$ cat src/rtl/core/ceov_pkg.sv
`default_nettype none

package ceov_pkg;

    // Number of cells in the chain, one held value per cell.
    localparam int DEPTH = 64;
    // Count of held values, wide enough to hold DEPTH itself.
    localparam int CNT_W = $clog2(DEPTH + 1);
    localparam int VAL_W = 32;
    // Result transfer: value, found flag and full flag, padded to whole bytes.
    localparam int OUT_W = ((VAL_W + 2 + 7) / 8) * 8;

    typedef enum logic [1:0] {
        ST_IDLE,
        ST_SEARCH,
        ST_FINISH
    } state_t;

    // Search token that walks down the chain, one cell per cycle.
    typedef struct packed {
        logic                    vld;
        logic signed [VAL_W-1:0] sample;
        logic                    hit;
        logic signed [VAL_W-1:0] best;
        logic                    dup;
    } tok_t;

endpackage

`default_nettype wire

$ cat src/rtl/core/ceov_cell.sv
`default_nettype none

module ceov_cell (
    input  wire logic          clk,
    input  wire logic          rst_n,
    input  wire ceov_pkg::tok_t tok_in,
    output ceov_pkg::tok_t      tok_out,
    input  wire logic          wr_en,
    input  wire logic signed [ceov_pkg::VAL_W-1:0] wr_value,
    input  wire logic          clr
);

    logic signed [ceov_pkg::VAL_W-1:0] held_reg;
    logic                              valid_reg;
    logic                              valid_next;
    ceov_pkg::tok_t                    tok_reg;
    ceov_pkg::tok_t                    tok_next;

    // Fold this cell's value into the passing token.
    always_comb
    begin
        tok_next = tok_in;
        if (tok_in.vld && valid_reg)
        begin
            if (held_reg >= tok_in.sample && (!tok_in.hit || held_reg < tok_in.best))
            begin
                tok_next.hit  = 1'b1;
                tok_next.best = held_reg;
            end
            if (held_reg == tok_in.sample)
            begin
                tok_next.dup = 1'b1;
            end
        end
    end

    // Clearing takes precedence over a write in the same cycle.
    always_comb
    begin
        valid_next = valid_reg;
        if (clr)
        begin
            valid_next = 1'b0;
        end
        else if (wr_en)
        begin
            valid_next = 1'b1;
        end
    end

    always_ff @(posedge clk or negedge rst_n)
    begin
        if (!rst_n)
        begin
            valid_reg <= 1'b0;
            tok_reg   <= '0;
        end
        else
        begin
            valid_reg <= valid_next;
            tok_reg   <= tok_next;
        end
    end

    always_ff @(posedge clk)
    begin
        if (wr_en)
        begin
            held_reg <= wr_value;
        end
    end

    assign tok_out = tok_reg;

endmodule

`default_nettype wire

$ cat config.mk
export PLATFORM = sky130hd
export DESIGN_NAME = ceov_cell
export DESIGN_NICKNAME = d
export VERILOG_FILES = /design/src/rtl/core/ceov_pkg.sv /design/src/rtl/core/ceov_cell.sv
export SDC_FILE = /design/constraint.sdc
export NUM_CORES = 1
export LEC_CHECK = 0
export ABC_AREA = 1
export BUFFER_PORTS_ARGS = -buffer_cell sky130_fd_sc_hd__buf_2
export CORE_MARGIN = 1
export CORE_UTILIZATION = 50
export CTS_CLUSTER_DIAMETER = 80
export DETAILED_ROUTE_END_ITERATION = 8
export GPL_TIMING_DRIVEN = 0
export PLACE_DENSITY_LB_ADDON = 0.05
export SYNTH_ARGS = -nofsm -noshare
export SYNTH_HDL_FRONTEND = slang
export SYNTH_SLANG_ARGS = --single-unit
$ cat constraint.sdc
create_clock -name clk -period 2.7 [get_ports clk]
set_input_delay 0.54 -clock clk [delete_from_list [all_inputs] [get_ports clk]]
set_output_delay 0.54 -clock clk [all_outputs]
set_load 0.02 [all_outputs]
# Yosys cells after proc, flatten, opt, wreduce, memory -nomap -nowiden
# Index checks and enable logic that the tools add are counted.
word_totals:
  regBits: 100
  input_bits: 103
  elab_cells: 20
classes:
  n_lt_le_gt_ge: 2
  eq_ne: 1
  muxes: 5
  reduce_logical: 5
op_table:
  columns: ["op", "count"]
  rows:
  - ["$mux 34", 1]
  - ["$mux 33", 1]
  - ["$eq 32x32->1", 1]
  - ["$ge 32x32->1", 1]
  - ["$lt 32x32->1", 1]
  - ["$mux 1", 3]
  - ["$logic_and 1x1->1", 2]
  - ["$reduce_bool 2->1", 1]
  - ["$logic_not 1->1", 1]
  - ["$logic_or 1x1->1", 1]

# Depth between registers and ports, before layout
depth:
  word_depth: 5
  ltp_mapped: 20
  mapped_depth_nobuf: 19

# Worst setup path before layout
# OpenSTA, ideal clock, no wires.
synth_timing:
  path_kind: "in2reg"
  startpoint: "in tok_in[65] (netlist name)"
  endpoint: "reg tok_reg (netlist bit tok_out[10])"
  arrival_time_ns: 1.942
  required_time_ns: 2.583
  slack_ns: 0.641
  cell_stages: 14
  cell_sequence: "inv_1 > ha_1 > a21oi_1 > o21a_1 > nand2_1 > a21oi_1 > nand2_1 > nand2_1 > nand3_2 > nand2_4 > nand2_8 > buf_12 > nand2_2 > nand2_1"
synth_lines:
  columns: ["item", "line", "rtl"]
  rows:
  - ["start, declared", "ceov_cell.sv:6", "input wire ceov_pkg::tok_t tok_in,"]
  - ["end signal, assigned", "ceov_cell.sv:61", "tok_reg <= tok_next;"]
  - ["end, declared", "ceov_cell.sv:16", "ceov_pkg::tok_t tok_reg;"]

==> impl_metrics.py <==
metrics = {
    "sta": {
        "report.final.hold_viol_count": 0,
        "rsz0062_at_grt": "no",
        "worst_slack_ns": 0.480,
        "tightest_slew_ns": 0.859,
        "report.final.slew_viol_count": 0,
        "finalCritPeriodShare_pct": 82.2,
        "fmax_mhz": 450,
        "setup_viol": 0,
        "slew_headroom_pct": 42.7,
        "period_needed_ns": 2.22,
        "skew_ns": 0.00503,
        "fin_tns_setup_ns": 0,
    },
    "floorplanning": {
        "die_x_um": 102,
        "num_rows": 36,
        "core_area_sq_mm": 0.00973,
        "start_util_pct": 51.6,
        "die_h_um": 102,
        "die-area_sq_mm": 0.0104,
        "ios": 170,
    },
    "placed_design": {
        "io_buffers": 169,
        "place_inst": 794,
        "pre_cts_slack_ns": 0.177,
        "place.gp.congestion": 0.778,
        "dp_hpwl_mm": 8.19,
    },
    "worst_setup_path": {
        "cp_max_fo": 10,
        "endpoint_kind": "flip-flop",
        "arrival_ns": 2.48,
        "crit_required_ns": 2.96,
        "crit_path_start_kind": "flip-flop",
        "crit_type": "flip-flop to flip-flop",
    },
    "global_route": {
        "grt_pass1_wl_mm": 16.7,
        "grt_overflow_total": 0,
        "grt_pass1_vias": 3826,
        "grt_usage_pct": 21.5,
        "grt_antenna_before_repair": 0,
        "grt_start_max_net_pins": 69,
    },
    "cts": {
        "cts_tree": "done",
        "cts_buffer_depth": 2,
        "cts_resized": 0,
        "cts_inserted_buffers": 9,
        "htree_levels": 3,
        "cts.repair_timing.setup_buffer_count": 0,
        "cts_hold_buffers": 0,
        "root_buffer": "clkbuf_8",
        "path_clk_slew_ns": 0.09,
        "clk_latency_ns": 0.37,
        "clock_sinks": 100,
    },
    "cells_and_area": {
        "drive_gt1_share_pct": 33.8,
        "fillers": 870,
        "area_delta_synth_final_pct": 23.5,
        "antennaDiodeCount": 0,
        "instances_no_fill": 810,
        "largest_register_ffs": 67,
        "final_nets": 838,
    },
    "power_and_ir_drop": {
        "power.leakage_nw": 3.40,
        "power_w": 0.00328,
        "ir_worst_vdd_uv": 286,
        "p_per_area_mw_per_mm2": 529,
    },
    "detailed_routing": {
        "routed_via_density": 4.71,
        "drt_wl_total_mm": 10.5,
        "drc": 0,
        "dr.pass1.iters": 4,
        "ant_nets": 0,
        "drt-wirelength-per-cell_um": 13.0,
        "first_iter_violations": 67,
        "via_count": 3813,
    },
    "synth": {
        "synth_top_area_share_pct": 33.9,
        "ys_warn_count": 0,
        "syn_area_per_cell_sq_um": 10.2,
        "syn_area_sq_mm": 0.00502,
        "synthFlopType": "dfrtp_1",
        "ys_async_sr_fraction_pct": 68.0,
        "synth_area_leaders": "dfrtp_1 (34%), edfxtp_1 (19%), ha_1 (16%)",
        "ys_top_cells_by_count": "nand2_1 (98), inv_1 (80), dfrtp_1 (68)",
        "synth_top_area_cell": "dfrtp_1",
        "synth_edf_count": 32,
        "ys_seq_area_share_pct": 53.1,
        "yosysMostFrequentCell": "nand2_1",
        "syn_inst": 492,
        "yosys_register_bits": 100,
        "syn_nets": 658,
        "synth_cell_types": 26,
    },
    "outcome": {
        "status": "finished, final reports clean",
    },
    "min_path": {
        "hp-class": "input pin to async pin",
    },
    "job": {
        "drv_cap": 0,
    },
}
[worst max-delay path: stages (launching register included)]
cell	delay, ns
edfxtp_1	0.43
ha_1	0.38
nand4_1	0.11
clkinv_1	0.07
nand4_1	0.14
nor3_1	0.24
nand2_1	0.10
nand3_1	0.13
nand3_4	0.16
buf_4	0.22
nand3_1	0.07
nand2_1	0.06
[report_power, final]
part / leakage [nW] / switching (W) / internal [W]
logic: 2.21 / 0.000429 / 0.000278
clock network: 0.0844 / 0.000480 / 0.000360
registers: 1.11 / 0.0000490 / 0.00168
[kinds of logic (layout without fill, tap and decap cells)]
family | count (synthesis) | in the layout | share of synthesized area, %
AO/OA/AOI/OAI | 41 | 41 | 4.34
adder cells (fa/ha/maj) | 63 | 63 | 15.7
buffers and inverters | 91 | 276 | 8.23
flip-flops | 100 | 100 | 53.1
AND/OR/NAND/NOR | 197 | 197 | 18.7
[per-stage QoR]
| step | cell area, sq um | utilization [%] | hold slack [ns] |
|---|---|---|---|
| detailed placement | 6030 | 62.0 | 0.493 |
| CTS | 6190 | 63.7 | 0.266 |
| finish | 6190 | 63.7 | 0.283 |
| floorplan | 5020 | - | 0.244 |
| global placement | 6030 | 62.0 | 0.485 |
| global route | 6190 | 63.7 | 0.268 |
[per-layer routing]
metal / routed length (um) / track usage (%) / vias up
met5: 0 / 0 / -
met4: 242 / 10.8 / 0
met3: 513 / 3.76 / 19
met2: 5220 / 39.1 / 104
met1: 4540 / 24.1 / 1736
li1: - / - / 1954
[worst paths after layout]
check                                       startpoint               endpoint  slack, ns  cells past startpoint
worst max-delay path            held_reg[31]$_DFFE_PP_   tok_out[9]$_DFF_PN0_       0.48                     11
worst min-delay path                             rst_n  tok_out[39]$_DFF_PN0_       0.28                      1
worst min register to register   valid_reg$_DFFE_PN0P_  valid_reg$_DFFE_PN0P_       0.53                      2
worst max register to register  held_reg[31]$_DFFE_PP_   tok_out[9]$_DFF_PN0_       0.48                     11
min in group clk                            tok_in[46]  tok_out[46]$_DFF_PN0_       0.29                      1
max in group asynchronous                        rst_n  tok_out[51]$_DFF_PN0_       1.86                      1
[layout by cell type (no fill, tap or decap)]
cell / Yosys / final
nand3_2: 1 / 1
ha_1: 63 / 63
nand3_1: 39 / 39
a21o_1: 1 / 1
o211ai_1: 1 / 1
clkbuf_1: 0 / 4
or2_2: 1 / 1
nand2_8: 1 / 1
nand2_4: 1 / 1
nand4_1: 4 / 4
nand2_2: 31 / 31
inv_1: 80 / 80
a21oi_1: 30 / 30
clkinv_1: 1 / 1
buf_12: 3 / 3
buf_4: 6 / 7
o21ai_0: 6 / 6
inv_2: 1 / 1
nand2_1: 98 / 98
dfrtp_1: 68 / 68
nor3_1: 4 / 4
nand3_4: 1 / 1
nor2_2: 1 / 1
o21a_1: 3 / 3
edfxtp_1: 32 / 32
nor2_1: 14 / 14
clkbuf_8: 0 / 10
nor3_2: 1 / 1
clkinv_2: 0 / 2
buf_2: 0 / 168
[area by class of cell]
type / count / area (sq um) / area share [%]
Buffer: 9 / 105 / 1.70
Clock buffer: 14 / 153 / 2.46
Clock inverter: 2 / 10.0 / 0.162
Inverter: 82 / 308 / 4.97
Multi-Input combinational cell: 301 / 1940 / 31.3
Sequential cell: 100 / 2660 / 43.0
Tap cell: 133 / 166 / 2.69
Timing Repair Buffer: 169 / 848 / 13.7
Power figures use the tool's default switching activity.
